<file path="src/hdl/uvs_pkg.sv">
// Package: types, constants and reciprocal tables of the sphere tessellator.
package uvs_pkg;

  localparam int CFG_W  = 7;
  localparam int IDX_W  = 6;
  localparam int CIDX_W = 2;
  localparam int PH_W   = 16;

  localparam logic [CFG_W-1:0] MIN_LAT = 7'd2;
  localparam logic [CFG_W-1:0] MIN_LON = 7'd3;
  localparam logic [CFG_W-1:0] MAX_LAT = 7'd64;
  localparam logic [CFG_W-1:0] MAX_LON = 7'd64;
  localparam logic [CFG_W-1:0] RST_DIV = 7'd8;

  localparam logic [PH_W-1:0] HALF_TURN = 16'h8000;

  typedef enum logic [CIDX_W-1:0] {
    CFG_LAT_DIV = 2'd0,
    CFG_LON_DIV = 2'd1
  } cfg_idx_e;

  typedef enum logic [1:0] {
    KIND_BAD = 2'd0,
    KIND_TOP = 2'd1,
    KIND_BOT = 2'd2,
    KIND_MID = 2'd3
  } kind_e;

  // One classified band request
  typedef struct packed {
    kind_e           kind;
    logic [PH_W-1:0] t0;
    logic [PH_W-1:0] t1;
    logic [PH_W-1:0] p0;
    logic [PH_W-1:0] p1;
  } job_t;

  // Per-vertex sideband carried next to the trig pipeline
  typedef struct packed {
    logic last;
    logic bad;
  } vtx_t;

  // Trig pipeline: reduce, angle, square, four series levels, quadrant map
  localparam int SER_LVL  = 4;
  localparam int TRIG_LAT = 3 + 2 * SER_LVL + 1;

  localparam logic [29:0] PI4_Q30 = 30'd843314857;
  localparam logic [30:0] ONE_Q30 = 31'd1073741824;

  // Ceiling reciprocals for exact truncating division of values below 2^30
  localparam logic [5:0] SIN_SH [SER_LVL] = '{6'd33, 6'd35, 6'd36, 6'd37};
  localparam logic [5:0] COS_SH [SER_LVL] = '{6'd34, 6'd35, 6'd36, 6'd37};
  localparam logic [30:0] SIN_RC [SER_LVL] = '{
    31'(((64'd1 << 33) + 64'd5) / 64'd6),
    31'(((64'd1 << 35) + 64'd19) / 64'd20),
    31'(((64'd1 << 36) + 64'd41) / 64'd42),
    31'(((64'd1 << 37) + 64'd71) / 64'd72)
  };
  localparam logic [30:0] COS_RC [SER_LVL] = '{
    31'(((64'd1 << 34) + 64'd11) / 64'd12),
    31'(((64'd1 << 35) + 64'd29) / 64'd30),
    31'(((64'd1 << 36) + 64'd55) / 64'd56),
    31'(((64'd1 << 37) + 64'd89) / 64'd90)
  };

  // ceil(2^31 / d): phase = (N * RECIP[d]) >> 32 with N = 2*num*full + d
  localparam logic [31:0] R31M = 32'h7FFF_FFFF;
  localparam logic [31:0] RECIP [65] = '{
    32'd0,          32'(R31M / 1 + 1),  32'(R31M / 2 + 1),  32'(R31M / 3 + 1),
    32'(R31M / 4 + 1),  32'(R31M / 5 + 1),  32'(R31M / 6 + 1),  32'(R31M / 7 + 1),
    32'(R31M / 8 + 1),  32'(R31M / 9 + 1),  32'(R31M / 10 + 1), 32'(R31M / 11 + 1),
    32'(R31M / 12 + 1), 32'(R31M / 13 + 1), 32'(R31M / 14 + 1), 32'(R31M / 15 + 1),
    32'(R31M / 16 + 1), 32'(R31M / 17 + 1), 32'(R31M / 18 + 1), 32'(R31M / 19 + 1),
    32'(R31M / 20 + 1), 32'(R31M / 21 + 1), 32'(R31M / 22 + 1), 32'(R31M / 23 + 1),
    32'(R31M / 24 + 1), 32'(R31M / 25 + 1), 32'(R31M / 26 + 1), 32'(R31M / 27 + 1),
    32'(R31M / 28 + 1), 32'(R31M / 29 + 1), 32'(R31M / 30 + 1), 32'(R31M / 31 + 1),
    32'(R31M / 32 + 1), 32'(R31M / 33 + 1), 32'(R31M / 34 + 1), 32'(R31M / 35 + 1),
    32'(R31M / 36 + 1), 32'(R31M / 37 + 1), 32'(R31M / 38 + 1), 32'(R31M / 39 + 1),
    32'(R31M / 40 + 1), 32'(R31M / 41 + 1), 32'(R31M / 42 + 1), 32'(R31M / 43 + 1),
    32'(R31M / 44 + 1), 32'(R31M / 45 + 1), 32'(R31M / 46 + 1), 32'(R31M / 47 + 1),
    32'(R31M / 48 + 1), 32'(R31M / 49 + 1), 32'(R31M / 50 + 1), 32'(R31M / 51 + 1),
    32'(R31M / 52 + 1), 32'(R31M / 53 + 1), 32'(R31M / 54 + 1), 32'(R31M / 55 + 1),
    32'(R31M / 56 + 1), 32'(R31M / 57 + 1), 32'(R31M / 58 + 1), 32'(R31M / 59 + 1),
    32'(R31M / 60 + 1), 32'(R31M / 61 + 1), 32'(R31M / 62 + 1), 32'(R31M / 63 + 1),
    32'(R31M / 64 + 1)
  };

endpackage

</file>
<file path="src/hdl/uvs_if.sv">
// Channel interfaces: band requests, vertex results and register writes.
interface uvs_in_if import uvs_pkg::*; ();
  logic             valid;
  logic             ready;
  logic [IDX_W-1:0] wedge_index;
  logic [IDX_W-1:0] band_index;
  modport source (output valid, wedge_index, band_index, input ready);
  modport sink (input valid, wedge_index, band_index, output ready);
endinterface


</file>
<file path="src/hdl/uvs_front.sv">
// Front end: accept band requests, range-check them and compute their phases.
module uvs_front import uvs_pkg::*; (
  uvs_in_if.sink           in_chan,
  input  logic [CFG_W-1:0] lat_div_i,
  input  logic [CFG_W-1:0] lon_div_i,
  input  logic             full_i,
  output logic             push_o,
  output job_t             job_o
);

  logic [CFG_W-1:0] w_ext, b_ext;
  logic [23:0]      nt0, nt1;
  logic [22:0]      np0, np1;
  logic [55:0]      pt0, pt1;
  logic [54:0]      pp0, pp1;
  logic             bad;

  // Take a request whenever the queue has room
  assign in_chan.ready = !full_i;
  assign push_o        = in_chan.valid && !full_i;

  assign w_ext = {1'b0, in_chan.wedge_index};
  assign b_ext = {1'b0, in_chan.band_index};

  // Rounded phases through the reciprocal of the division count
  always_comb begin
    nt0 = {w_ext, 17'd0} + 24'(lon_div_i);
    nt1 = {w_ext + 7'd1, 17'd0} + 24'(lon_div_i);
    np0 = {b_ext, 16'd0} + 23'(lat_div_i);
    np1 = {b_ext + 7'd1, 16'd0} + 23'(lat_div_i);
    pt0 = 56'(nt0) * 56'(RECIP[lon_div_i]);
    pt1 = 56'(nt1) * 56'(RECIP[lon_div_i]);
    pp0 = 55'(np0) * 55'(RECIP[lat_div_i]);
    pp1 = 55'(np1) * 55'(RECIP[lat_div_i]);
  end

  // Classify the band
  always_comb begin
    bad      = (w_ext >= lon_div_i) || (b_ext >= lat_div_i);
    job_o.t0 = pt0[47:32];
    job_o.t1 = pt1[47:32];
    job_o.p0 = pp0[47:32];
    job_o.p1 = pp1[47:32];
    priority if (bad) begin
      job_o.kind = KIND_BAD;
    end else if (in_chan.band_index == '0) begin
      job_o.kind = KIND_TOP;
    end else if (b_ext == lat_div_i - 7'd1) begin
      job_o.kind = KIND_BOT;
    end else begin
      job_o.kind = KIND_MID;
    end
  end

endmodule

</file>
<file path="src/flat_wrapper.sv">
// flat-port wrapper written by rule: the top's interface ports become plain ports
module uvs_front_flat import uvs_pkg::*;
  (lat_div_i, lon_div_i, full_i, push_o, job_o, in_chan_valid, in_chan_wedge_index, in_chan_band_index, in_chan_ready);
  uvs_in_if in_chan_i ();
  input  logic [CFG_W-1:0] lat_div_i;
  input  logic [CFG_W-1:0] lon_div_i;
  input  logic full_i;
  output logic push_o;
  output job_t job_o;
  input wire logic [$bits(in_chan_i.valid)-1:0] in_chan_valid;
  input wire logic [$bits(in_chan_i.wedge_index)-1:0] in_chan_wedge_index;
  input wire logic [$bits(in_chan_i.band_index)-1:0] in_chan_band_index;
  output wire logic [$bits(in_chan_i.ready)-1:0] in_chan_ready;
  assign in_chan_i.valid = in_chan_valid;
  assign in_chan_i.wedge_index = in_chan_wedge_index;
  assign in_chan_i.band_index = in_chan_band_index;
  assign in_chan_ready = in_chan_i.ready;
  uvs_front u_core (.in_chan(in_chan_i), .lat_div_i(lat_div_i), .lon_div_i(lon_div_i), .full_i(full_i), .push_o(push_o), .job_o(job_o));
endmodule
</file>
<file path="config.mk">
export PLATFORM = sky130hd
export DESIGN_NAME = uvs_front_flat
export DESIGN_NICKNAME = d
export VERILOG_FILES = /design/src/hdl/uvs_pkg.sv /design/src/hdl/uvs_if.sv /design/src/hdl/uvs_front.sv /design/src/flat_wrapper.sv
export SDC_FILE = /design/constraint.sdc
export NUM_CORES = 2
export LEC_CHECK = 0
export BUFFER_PORTS_ARGS = -buffer_cell sky130_fd_sc_hd__buf_2
export CORE_ASPECT_RATIO = 0.5
export CORE_MARGIN = 3
export CORE_UTILIZATION = 39
export DETAILED_ROUTE_END_ITERATION = 10
export PLACE_DENSITY = 0.64
export SYNTH_ARGS = -nofsm -noshare
export SYNTH_HDL_FRONTEND = slang
export SYNTH_SLANG_ARGS = --single-unit
</file>
<file path="constraint.sdc">
create_clock -name vclk -period 15.7
set_input_delay 2.355 -clock vclk [all_inputs]
set_output_delay 2.355 -clock vclk [all_outputs]
set_load 0.02 [all_outputs]
</file>
==> results by group <==
Status
  – Outcome: complete, no violations

Detailed routing
  – DRC: 0
  – Post-DR vias/cell: 5.373
  – Pre-Repair DR Iteration Count: 5
  – Remaining antenna violation count after routing: 0
  – Initial DRC count: 2898
  – Drt wl/cell: 20.33 um
  – Routed vias: 38240
  – Final wirelength: 144700 um

Timing
  – Setup TNS: 0 ns
  – Maximum clock frequency: 67.17 MHz
  – Fin crit share: 94.82%
  – Max-slew violations: 0
  – Count of final hold-check violations: 0
  – Worst Hold Slack: 4.971 ns
  – RSZ-0062 raised after global routing: no
  – Slew headroom: 21.24%
  – Finish-stage setup viols: 0
  – Worst Tran Pin Value: 1.173 ns
  – Period minus WS final: 14.89 ns

Hold path
  – Hold depth: 3
  – Worst min path class: primary input to output pin
  – Hold path startpoint: full_i
  – Endpoint, Worst Hold: in_chan_ready

Clock tree
  – Cts hold-fix bufs: 0
  – PostCTS Resize Cnt: 0
  – Postcts setup bufs: 0

Logic synthesis
  – Sequential share of the synthesized area: 0%
  – Synth top area cells: fa_1 41%, ha_1 19%, inv_1 8.6%, and2_1 5.9%, nand2_1 4.5%
  – Syn_area_per_cell: 8.652 um2
  – Top cells by count, synth: 1093 x inv_1, 969 x fa_1, 729 x ha_1
  – Post-Synthesis Cell Area: 0.04745 mm2
  – Mapped Cells: 5484
  – Yosys top cell area share: 40.88%
  – Top-count cell post-synth: inv_1
  – Yosys warns: 0
  – Largest area contributor in the netlist: fa_1
  – Unique masters post-synth: 99

Global route
  – Vias in the first global route: 40150
  – Total global-route track usage: 23.19%
  – Grt total ovfl: 0
  – Initial antenna violation count: 2
  – Largest net degree at the start of global routing: 70
  – First-pass GRT wire length: 230700 um

Worst setup path
  – Setup crit start kind: primary input
  – Crit path kind: primary input to output pin
  – Setup crit end kind: output pin
  – CP peak stage delay: 0.62 ns
  – Arr. time, crit path: 12.53 ns
  – CP required: 13.35 ns
  – Crit-path max FO: 20
  – CP max stage cell: nor2b_1
  – Cell repeated most along the worst path: fa_1

Cells and area
  – Seq_cells: 0
  – Final Non-Filler Cells: 7117
  – Filler instances: 11980
  – Nets: 7252
  – Synth-to-Final Area Change: 5.815%
  – Layout cell share with drive strength beyond 1: 5.304%
  – Register Area: 0 um2
  – Clk_buf instances: 0

Floorplan
  – Core area: 0.1193 mm2
  – Num ports: 96
  – Vert. Die Dim: 252.6 um
  – Die area: 0.1261 mm2
  – Row Count: 89
  – Initial Util: 39.79%
  – Die X: 499.3 um

Place
  – Buffers added on ports: 96
  – Gpl congestion: 0.9863
  – Dpl hpwl: 117300 um
  – Dpl cells: 7116

Run
  – Maxcap violations: 0
[layer usage]
metal / wire [um] / GRT usage [%]
met5: 19 / 0
met1: 59520 / 30.58
met4: 7133 / 9.803
met3: 9628 / 2.097
met2: 68400 / 39.23
[metrics by stage]
| stage | instance area, um2 | setup slack (ns) | util, % |
|---|---|---|---|
| global route | 50210 | 0.4398 | 42.10 |
| floorplan | 47780 | 2.172 | - |
| detailed placement | 50210 | 1.014 | 42.10 |
| global placement | 50210 | 1.192 | 42.10 |
| finish | 50210 | 0.8135 | 42.10 |
| CTS | 50210 | 1.000 | 42.10 |
[logic make-up after synthesis]
kind of cell | Yosys count | share of synthesized area (%)
compound gates | 630 | 8.720
fa+ha+maj | 1698 | 60.11
mux | 11 | 0.2901
xor+xnor | 130 | 2.400
buf+inv | 1377 | 11.10
simple gates | 1636 | 17.36
other cells | 2 | 0.01583
[layout by cell type, fill, tap and decap left out, types with 8 or more instances in the layout]
cell type / instances
buf_4: 133
ha_1: 729
a31oi_1: 40
o21bai_1: 10
nand2b_1: 28
nor2b_1: 83
o22ai_1: 10
xor2_1: 33
nand2_1: 570
o21ai_1: 14
conb_1: 91
a21oi_1: 200
nor4_1: 31
inv_1: 1093
buf_2: 93
or3_1: 9
a21o_1: 55
a211oi_1: 26
o211ai_1: 23
fa_1: 969
o21ai_0: 108
nand4_1: 19
and2_1: 444
o311ai_0: 8
nor2_1: 187
a221oi_1: 9
nor3_1: 85
o31ai_1: 16
o21a_1: 16
xnor2_1: 92
and3_1: 77
nand3_1: 54
[worst max path at each step]
stage	startpoint	to	depth (start not counted)
final	lat_div_i[0]	job_o[31]	32
after global routing	lat_div_i[0]	job_o[31]	32
after CTS	lat_div_i[0]	job_o[31]	32
after detailed placement	lat_div_i[0]	job_o[31]	32
after global placement	lat_div_i[0]	job_o[31]	32
after floorplan	lat_div_i[1]	job_o[31]	33
[worst max-delay path: cells and delay by family]
kind	cells	cell delay (ns)
and+or+nand+nor	5	1.60
xor gates and xnor gates	1	0.12
buffers and inverters	6	1.20
AOI/OAI and AO/OA	11	3.16
adders and majority gates	9	4.08
[final cells by class]
cell class,count,area (um2),share of cell area (%)
multi-input cells,4196,42610,84.87
diodes,1,2.502,0.004984
inverters,1102,4140,8.246
repair buffers,226,1464,2.916
well taps,1592,1992,3.967
