===== src/hdl/uvs_pkg.sv =====
// Package: types, constants and reciprocal tables of the sphere tessellator.
package uvs_pkg;

  localparam int CFG_W  = 7;
  localparam int IDX_W  = 6;
  localparam int CIDX_W = 2;
  localparam int PH_W   = 16;

  localparam logic [CFG_W-1:0] MIN_LAT = 7'd2;
  localparam logic [CFG_W-1:0] MIN_LON = 7'd3;
  localparam logic [CFG_W-1:0] MAX_LAT = 7'd64;
  localparam logic [CFG_W-1:0] MAX_LON = 7'd64;
  localparam logic [CFG_W-1:0] RST_DIV = 7'd8;

  localparam logic [PH_W-1:0] HALF_TURN = 16'h8000;

  typedef enum logic [CIDX_W-1:0] {
    CFG_LAT_DIV = 2'd0,
    CFG_LON_DIV = 2'd1
  } cfg_idx_e;

  typedef enum logic [1:0] {
    KIND_BAD = 2'd0,
    KIND_TOP = 2'd1,
    KIND_BOT = 2'd2,
    KIND_MID = 2'd3
  } kind_e;

  // One classified band request
  typedef struct packed {
    kind_e           kind;
    logic [PH_W-1:0] t0;
    logic [PH_W-1:0] t1;
    logic [PH_W-1:0] p0;
    logic [PH_W-1:0] p1;
  } job_t;

  // Per-vertex sideband carried next to the trig pipeline
  typedef struct packed {
    logic last;
    logic bad;
  } vtx_t;

  // Trig pipeline: reduce, angle, square, four series levels, quadrant map
  localparam int SER_LVL  = 4;
  localparam int TRIG_LAT = 3 + 2 * SER_LVL + 1;

  localparam logic [29:0] PI4_Q30 = 30'd843314857;
  localparam logic [30:0] ONE_Q30 = 31'd1073741824;

  // Ceiling reciprocals for exact truncating division of values below 2^30
  localparam logic [5:0] SIN_SH [SER_LVL] = '{6'd33, 6'd35, 6'd36, 6'd37};
  localparam logic [5:0] COS_SH [SER_LVL] = '{6'd34, 6'd35, 6'd36, 6'd37};
  localparam logic [30:0] SIN_RC [SER_LVL] = '{
    31'(((64'd1 << 33) + 64'd5) / 64'd6),
    31'(((64'd1 << 35) + 64'd19) / 64'd20),
    31'(((64'd1 << 36) + 64'd41) / 64'd42),
    31'(((64'd1 << 37) + 64'd71) / 64'd72)
  };
  localparam logic [30:0] COS_RC [SER_LVL] = '{
    31'(((64'd1 << 34) + 64'd11) / 64'd12),
    31'(((64'd1 << 35) + 64'd29) / 64'd30),
    31'(((64'd1 << 36) + 64'd55) / 64'd56),
    31'(((64'd1 << 37) + 64'd89) / 64'd90)
  };

  // ceil(2^31 / d): phase = (N * RECIP[d]) >> 32 with N = 2*num*full + d
  localparam logic [31:0] R31M = 32'h7FFF_FFFF;
  localparam logic [31:0] RECIP [65] = '{
    32'd0,          32'(R31M / 1 + 1),  32'(R31M / 2 + 1),  32'(R31M / 3 + 1),
    32'(R31M / 4 + 1),  32'(R31M / 5 + 1),  32'(R31M / 6 + 1),  32'(R31M / 7 + 1),
    32'(R31M / 8 + 1),  32'(R31M / 9 + 1),  32'(R31M / 10 + 1), 32'(R31M / 11 + 1),
    32'(R31M / 12 + 1), 32'(R31M / 13 + 1), 32'(R31M / 14 + 1), 32'(R31M / 15 + 1),
    32'(R31M / 16 + 1), 32'(R31M / 17 + 1), 32'(R31M / 18 + 1), 32'(R31M / 19 + 1),
    32'(R31M / 20 + 1), 32'(R31M / 21 + 1), 32'(R31M / 22 + 1), 32'(R31M / 23 + 1),
    32'(R31M / 24 + 1), 32'(R31M / 25 + 1), 32'(R31M / 26 + 1), 32'(R31M / 27 + 1),
    32'(R31M / 28 + 1), 32'(R31M / 29 + 1), 32'(R31M / 30 + 1), 32'(R31M / 31 + 1),
    32'(R31M / 32 + 1), 32'(R31M / 33 + 1), 32'(R31M / 34 + 1), 32'(R31M / 35 + 1),
    32'(R31M / 36 + 1), 32'(R31M / 37 + 1), 32'(R31M / 38 + 1), 32'(R31M / 39 + 1),
    32'(R31M / 40 + 1), 32'(R31M / 41 + 1), 32'(R31M / 42 + 1), 32'(R31M / 43 + 1),
    32'(R31M / 44 + 1), 32'(R31M / 45 + 1), 32'(R31M / 46 + 1), 32'(R31M / 47 + 1),
    32'(R31M / 48 + 1), 32'(R31M / 49 + 1), 32'(R31M / 50 + 1), 32'(R31M / 51 + 1),
    32'(R31M / 52 + 1), 32'(R31M / 53 + 1), 32'(R31M / 54 + 1), 32'(R31M / 55 + 1),
    32'(R31M / 56 + 1), 32'(R31M / 57 + 1), 32'(R31M / 58 + 1), 32'(R31M / 59 + 1),
    32'(R31M / 60 + 1), 32'(R31M / 61 + 1), 32'(R31M / 62 + 1), 32'(R31M / 63 + 1),
    32'(R31M / 64 + 1)
  };

endpackage


===== src/hdl/uvs_queue.sv =====
// Two-entry queue between the front end and the vertex engine.
module uvs_queue import uvs_pkg::*; (
  input  logic clk_i,
  input  logic rst_ni,
  input  logic push_i,
  input  job_t job_i,
  output logic full_o,
  input  logic pop_i,
  output logic valid_o,
  output job_t job_o
);

  job_t       mem_q [2];
  logic       wr_q, rd_q;
  logic [1:0] cnt_q;

  assign full_o  = (cnt_q == 2'd2);
  assign valid_o = (cnt_q != 2'd0);
  assign job_o   = mem_q[rd_q];

  // Store entries
  always_ff @(posedge clk_i) begin
    if (push_i) begin
      mem_q[wr_q] <= job_i;
    end
  end

  // Advance pointers and count
  always_ff @(posedge clk_i or negedge rst_ni) begin
    if (!rst_ni) begin
      wr_q  <= 1'b0;
      rd_q  <= 1'b0;
      cnt_q <= 2'd0;
    end else begin
      if (push_i) begin
        wr_q <= !wr_q;
      end
      if (pop_i) begin
        rd_q <= !rd_q;
      end
      cnt_q <= cnt_q + 2'(push_i) - 2'(pop_i);
    end
  end

endmodule


===== config.mk =====
export PLATFORM = sky130hd
export DESIGN_NAME = uvs_queue
export DESIGN_NICKNAME = d
export VERILOG_FILES = /design/src/hdl/uvs_pkg.sv /design/src/hdl/uvs_queue.sv
export SDC_FILE = /design/constraint.sdc
export NUM_CORES = 1
export LEC_CHECK = 0
export ABC_AREA = 1
export BUFFER_PORTS_ARGS = -buffer_cell sky130_fd_sc_hd__buf_2
export CORE_MARGIN = 3
export CORE_UTILIZATION = 30
export DETAILED_ROUTE_END_ITERATION = 7
export PLACE_DENSITY = 0.49
export RECOVER_POWER = 25
export SLEW_MARGIN = 20
export SYNTH_ARGS = -nofsm -noshare
export SYNTH_HDL_FRONTEND = slang
export SYNTH_SLANG_ARGS = --single-unit

===== constraint.sdc =====
create_clock -name clk_i -period 4.8 [get_ports clk_i]
set_clock_uncertainty 0.15 [all_clocks]
set_input_delay 0.24 -clock clk_i [delete_from_list [all_inputs] [get_ports clk_i]]
set_output_delay 0.24 -clock clk_i [all_outputs]
set_load 0.01 [all_outputs]

==> results of run 1 <==
==> kinds of logic after synthesis <==
group / after synthesis / synth area share, %
AND/OR/NAND/NOR: 76 / 5.59
XOR/XNOR: 2 / 0.342
adder cells (fa/ha/maj): 2 / 0.489
buffers and inverters: 87 / 7.77
flip-flops: 136 / 79.4
AO/OA/AOI/OAI: 66 / 6.45
==> final cells by class <==
class	count	area, um^2
clock inverter	6	53.8
inverter	73	275
fill	1557	9430
clock buffer	23	448
sequential	136	4070
tap	220	275
multi-input combinational	146	667
timing repair buffer	212	1430
==> power groups by stage <==
stage / Clock, mW / Sequential (mW) / Combinational (mW)
2_1_floorplan: 0 / 1.67 / 0.667
3_3_place_gp: 0 / 1.73 / 0.996
3_5_place_dp: 0 / 1.73 / 1.03
4_1_cts: 1.17 / 1.71 / 1.08
5_1_grt: 1.21 / 1.74 / 1.18
6_report: 1.12 / 1.71 / 1.04
==> per-stage QoR <==
stage | instances | utilization (%) | setup slack [ns]
floorplan | 369 | - | 0.989
global placement | 715 | 36.0 | 2.34
detailed placement | 717 | 36.3 | 2.49
CTS | 816 | 43.6 | 2.02
global route | 816 | 43.3 | 1.86
finish | 816 | 43.3 | 2.13
==> path summary, 6_finish.rpt <==
| path | to | slack (ns) | depth (start not counted) |
|---|---|---|---|
| worst max-delay path | job_o[20] | 2.13 | 3 |
| worst min-delay path | mem_q[1][18]$_DFFE_PP_ | 0.40 | 2 |
| worst max register to register | mem_q[1][3]$_DFFE_PP_ | 2.78 | 3 |
| worst min register to register | wr_q$_DFFE_PN0P_ | 0.41 | 1 |
| max in group asynchronous | rd_q$_DFFE_PN0P_ | 3.69 | 3 |
| min in group asynchronous | cnt_q[0]$_DFF_PN0_ | 0.60 | 3 |
==> worst max-delay path: stages, from the launching register on <==
cell and delay, ns:
dfrtp_4 0.80, buf_4 0.59, o21ai_0 0.24, buf_2 0.18
==> routing by layer <==
metal | global-route usage, % | wire length [um] | up-vias
met5 | 0 | 0 | -
met4 | 5.21 | 138 | 0
met3 | 3.75 | 596 | 12
met2 | 18.5 | 5000 | 100
met1 | 13.3 | 4340 | 1496
li1 | - | - | 1674
==> sequential cells by signal (all words and copies together), names as in the netlist <==
signal / flops
mem_q: 132
cnt_q: 2
rd_q: 1
wr_q: 1
==> synth_stat cells (all sizes together) <==
cell	number	area share, %
buf	2	0.37
clkbuf	12	2.1
dfrtp	4	2.0
edfxtp	132	77
ha	2	0.49
inv	73	5.4
nand2	73	5.4
nand3	1	0.098
nor2	2	0.15
o21ai	66	6.5
xor2	2	0.34
==> repair_timing <==
action,4_1_cts,5_1_grt
gates resized for setup,0,0
endpoints found under the setup margin,0,0
hold buffers,70,0
endpoints found under the hold margin,139,0
==> metrics, run 1 <==
diode count 0; Int Power around 2.7 mW; initial antenna violation count 0; total placed instance area 0.00605 mm^2; post-layout instance area 0.00721 mm^2; type of the worst setup path reg -> out; outcome finished, final reports clean; average cell area after synthesis 13.9 um^2; CP endpoint kind output pin; Comb power frac 27.0%; Final Power ~3.9 mW; IO Port Bufs 137; clk_lat worst skew 0.40 ns; fin crit share 55.6%; DRT Wirelength 10100 um; cts bufs inserted 17; Iter 0 DRT Violations 174; Sw Pwr approximately 1.2 mW; Clock power frac 29.0%; Power Dens Cells 537 mW/mm^2; Clock Tree Buf Depth 2; Die X 137 um; clk slew on worst S/H paths 0.05 ns; setup_tns 0 ns; layout cells sized above 1 23.0%; clk sinks 136; crit path time final between 2 and 3 ns; layout overhead on the synthesized area 40.9%; largest net degree at the start of global routing 70; max-slew violations 0; Vias 3282; Seq pwr share about 44%; Worst Setup Start Kind register; Required @ worst endpoint 4.41 ns; buffer count from post-CTS setup fixing 0; P_leak 3.00 nW; Fin Hold WS 0.403 ns; Hold Crit Start job_i[18]; # setup viols final 0; DR pass1 iterations 4; Hold Vio Cnt, Final 0; Max Freq 374 MHz; grt total ovfl 0; Routed WL per cell 12.4 um; Top Ports 138; vias per inst 4.02; most frequent cells in the layout edfxtp_1, buf_2, nand2_1; CTS tree yes; Final Wtd Congestion 0.738; YS warnings 0; CTS root buffer clkbuf_16; Core Region about 0.017 mm^2; HP Class in -> reg; vias in the first global route 3248; critical path peak fanout 69; sw frac between 30% and 40%; RSZ-0062 raised after global routing false; max_cap viols 0; Die Area 0.0187 mm^2; commonest non-fill, non-tap cell in the layout edfxtp_1; H-tree level count 4; mapped cell area 0.00512 mm^2; net count after synthesis about 440; ANT nets after route 0; Post-route DRC 0; FP Rows 47; Tightest Pin Transition 0.625 ns; die height 137 um; layout net count 658; Reg2Reg Launch Point wr_q$_DFFE_PN0P_; Max rail drop VDD 0.210 mV; sequential area share after synthesis 79.4%; Initial Util 30.8%; Max transition margin 58.3%; GRT Util Overall 11.2%; crit path launch rd_q$_DFFE_PN0P_; Distinct cells, synth 13; flops & latches, synth 136; dpl hpwl 6420 um; critical path data arrival time 2.28 ns; synthesized instance count 369; first-pass GRT wire length approximately 16000 um
No activity file was read; power rests on OpenSTA's default activity.
==> run 2: changes to the inputs <==
- PLACE_DENSITY: 0.49 -> 0.5
- clock period: 4.8 -> 2.3 ns (I/O delays scaled with it)
==> run 2 against run 1 <==
Sequential power increased by 100%. Count of clock-buffer cells in the layout fell by 3. Utilization rose by 0.60 points. Die area stayed put. Sequential share of layout area down 0.77 points. Non-clock buffer count grew 1. Final area grew 1.4%. Combinational power is 120% higher. Worst hold slack got worse by 0.13 ns.
==> metrics, run 2 (synthesized netlist as in run 1, its figures left out) <==
die height 137 um (unchanged); biggest regs mem_q (132), cnt_q (2) (unchanged); # setup viols final 0 (unchanged); CTS root buffer clkbuf_16 (unchanged); Clock Tree Buf Depth 2 (unchanged); IO Port Bufs 137 (unchanged); initial antenna violation count 0 (unchanged); RSZ-0062 raised after global routing false (unchanged); layout net count 659 (was 658); Tightest Pin Transition 0.394 ns (was 0.625 ns); critical path data arrival time 1.78 ns (was 2.28 ns); critical path peak fanout 41 (was 69); GRT Util Overall 11.3% (was 11.2%); Post-route DRC 0 (unchanged); Core Region 0.0166 mm^2 (unchanged); cts bufs inserted 17 (unchanged); CP bufs+invs 2 (unchanged); CP endpoint kind output pin (unchanged); layout cells sized above 1 23.7% (was 23.0%); fin crit share between 80% and 90%; CP delay by family, top flip-flops (unchanged); setup_tns 0 ns (unchanged); max-slew violations 0 (unchanged); Final Wtd Congestion 0.713 (was 0.738); Initial Util 30.8% (unchanged); max_cap viols 0 (unchanged); Vias 3337 (was 3282); Worst Setup Start Kind register (unchanged); ANT nets after route 0 (unchanged); HP Class in -> reg (unchanged); Max rail drop VDD 0.508 mV (was 0.210 mV); total placed instance area 0.00608 mm^2 (was 0.00605 mm^2); Max transition margin 73.7% (was 58.3%); Die Area 0.0187 mm^2 (unchanged); Required @ worst endpoint 2.04 ns (was 4.41 ns); max FFs per register 132 (unchanged); type of the worst setup path reg -> out (unchanged); clk_lat worst skew 0.41 ns (was 0.40 ns); DR pass1 iterations 4 (unchanged); grt total ovfl 0 (unchanged); Top Ports 138 (unchanged); most frequent cells in the layout edfxtp_1, buf_2, nand2_1 (unchanged); Power Dens Cells 1150 mW/mm^2 (was 537 mW/mm^2); P_leak 3.05 nW (was 3.00 nW); Max Freq 489 MHz; Iter 0 DRT Violations 146 (was 174); clk sinks 136 (unchanged); first-pass GRT wire length 16000 um (was 15700 um); max incr delay on CP 0.64 ns (was 0.80 ns); CTS tree yes (unchanged); cts repair resizes 0 (unchanged); buffer count from post-CTS setup fixing 0 (unchanged); Largest Register mem_q (unchanged); Cell Chain, Critical Path buf_12 > o21ai_0 > buf_2 (was buf_4 > o21ai_0 > buf_2); CP max-delay cell dfrtp_4 (unchanged); FP Rows 47 (unchanged); hold buffer count at CTS 70 (unchanged); H-tree level count 4 (unchanged); Die X 137 um (unchanged); vias in the first global route 3299 (was 3248); Routed WL per cell 12.5 um (was 12.4 um); clk slew on worst S/H paths 0.05 ns (about the same); layout overhead on the synthesized area 42.8% (was 40.9%); DRT Wirelength 10200 um (was 10100 um); post-layout instance area 0.00731 mm^2 (was 0.00721 mm^2); dpl hpwl 6300 um (was 6420 um); outcome finished, final reports clean (unchanged); Fin Hold WS 0.276 ns (was 0.403 ns); vias per inst 4.06 (was 4.02); crit path time final 2.04 ns; Final Power 8.44 mW (was 3.87 mW); Hold Vio Cnt, Final 0 (unchanged); commonest non-fill, non-tap cell in the layout edfxtp_1 (unchanged); largest net degree at the start of global routing 67 (was 70)
run 2: cell count changes in the layout (fill, tap and decap cells not counted), sizes merged:
cell / delta
clkbuf: -3
bufinv: +2
clkinv: +2
buf: +1
clkinvlp: +1
diode: +1
inv: +1
run 2: metrics by stage:
stage	util, %	setup WS (ns)	instances
2_1_floorplan	-	-0.0219	369
3_3_place_gp	36.5	0.674	718
3_5_place_dp	36.5	0.665	718
4_1_cts	44.1	0.209	820
5_1_grt	43.9	0.138	820
6_report	43.9	0.257	821
run 2: worst paths after layout:
path / from / to / slack [ns] / cells past startpoint
max: rd_q$_DFFE_PN0P_ / job_o[3] / 0.26 / 3
min: job_i[26] / mem_q[1][26]$_DFFE_PP_ / 0.28 / 2
max reg2reg: wr_q$_DFFE_PN0P_ / mem_q[0][35]$_DFFE_PP_ / 0.85 / 2
min reg2reg: wr_q$_DFFE_PN0P_ / wr_q$_DFFE_PN0P_ / 0.39 / 1
max in group asynchronous: rst_ni / rd_q$_DFFE_PN0P_ / 1.35 / 3
min in group asynchronous: rst_ni / rd_q$_DFFE_PN0P_ / 0.46 / 3
run 2: layout make-up:
type / count / area [um^2]
Fill cell: 1557 / 9330
Sequential cell: 136 / 4070
Timing Repair Buffer: 213 / 1460
Multi-Input combinational cell: 146 / 667
Clock buffer: 20 / 437
Tap cell: 220 / 275
Inverter: 73 / 274
Clock inverter: 12 / 133
Antenna cell: 1 / 2.50
run 2: routing by layer:
metal	up-vias	GRT usage, %	part of all wire (%)
met3	13	4.26	6.0
li1	1682	-	-
met1	1551	12.6	42
met4	0	5.38	2.1
met5	-	0	0
met2	91	19.1	50
run 2: report_power, final:
group	internal, mW	leakage [nW]	switching, mW
registers	3.29	1.29	0.207
logic	0.897	1.48	1.41
clock network	1.68	0.278	0.954
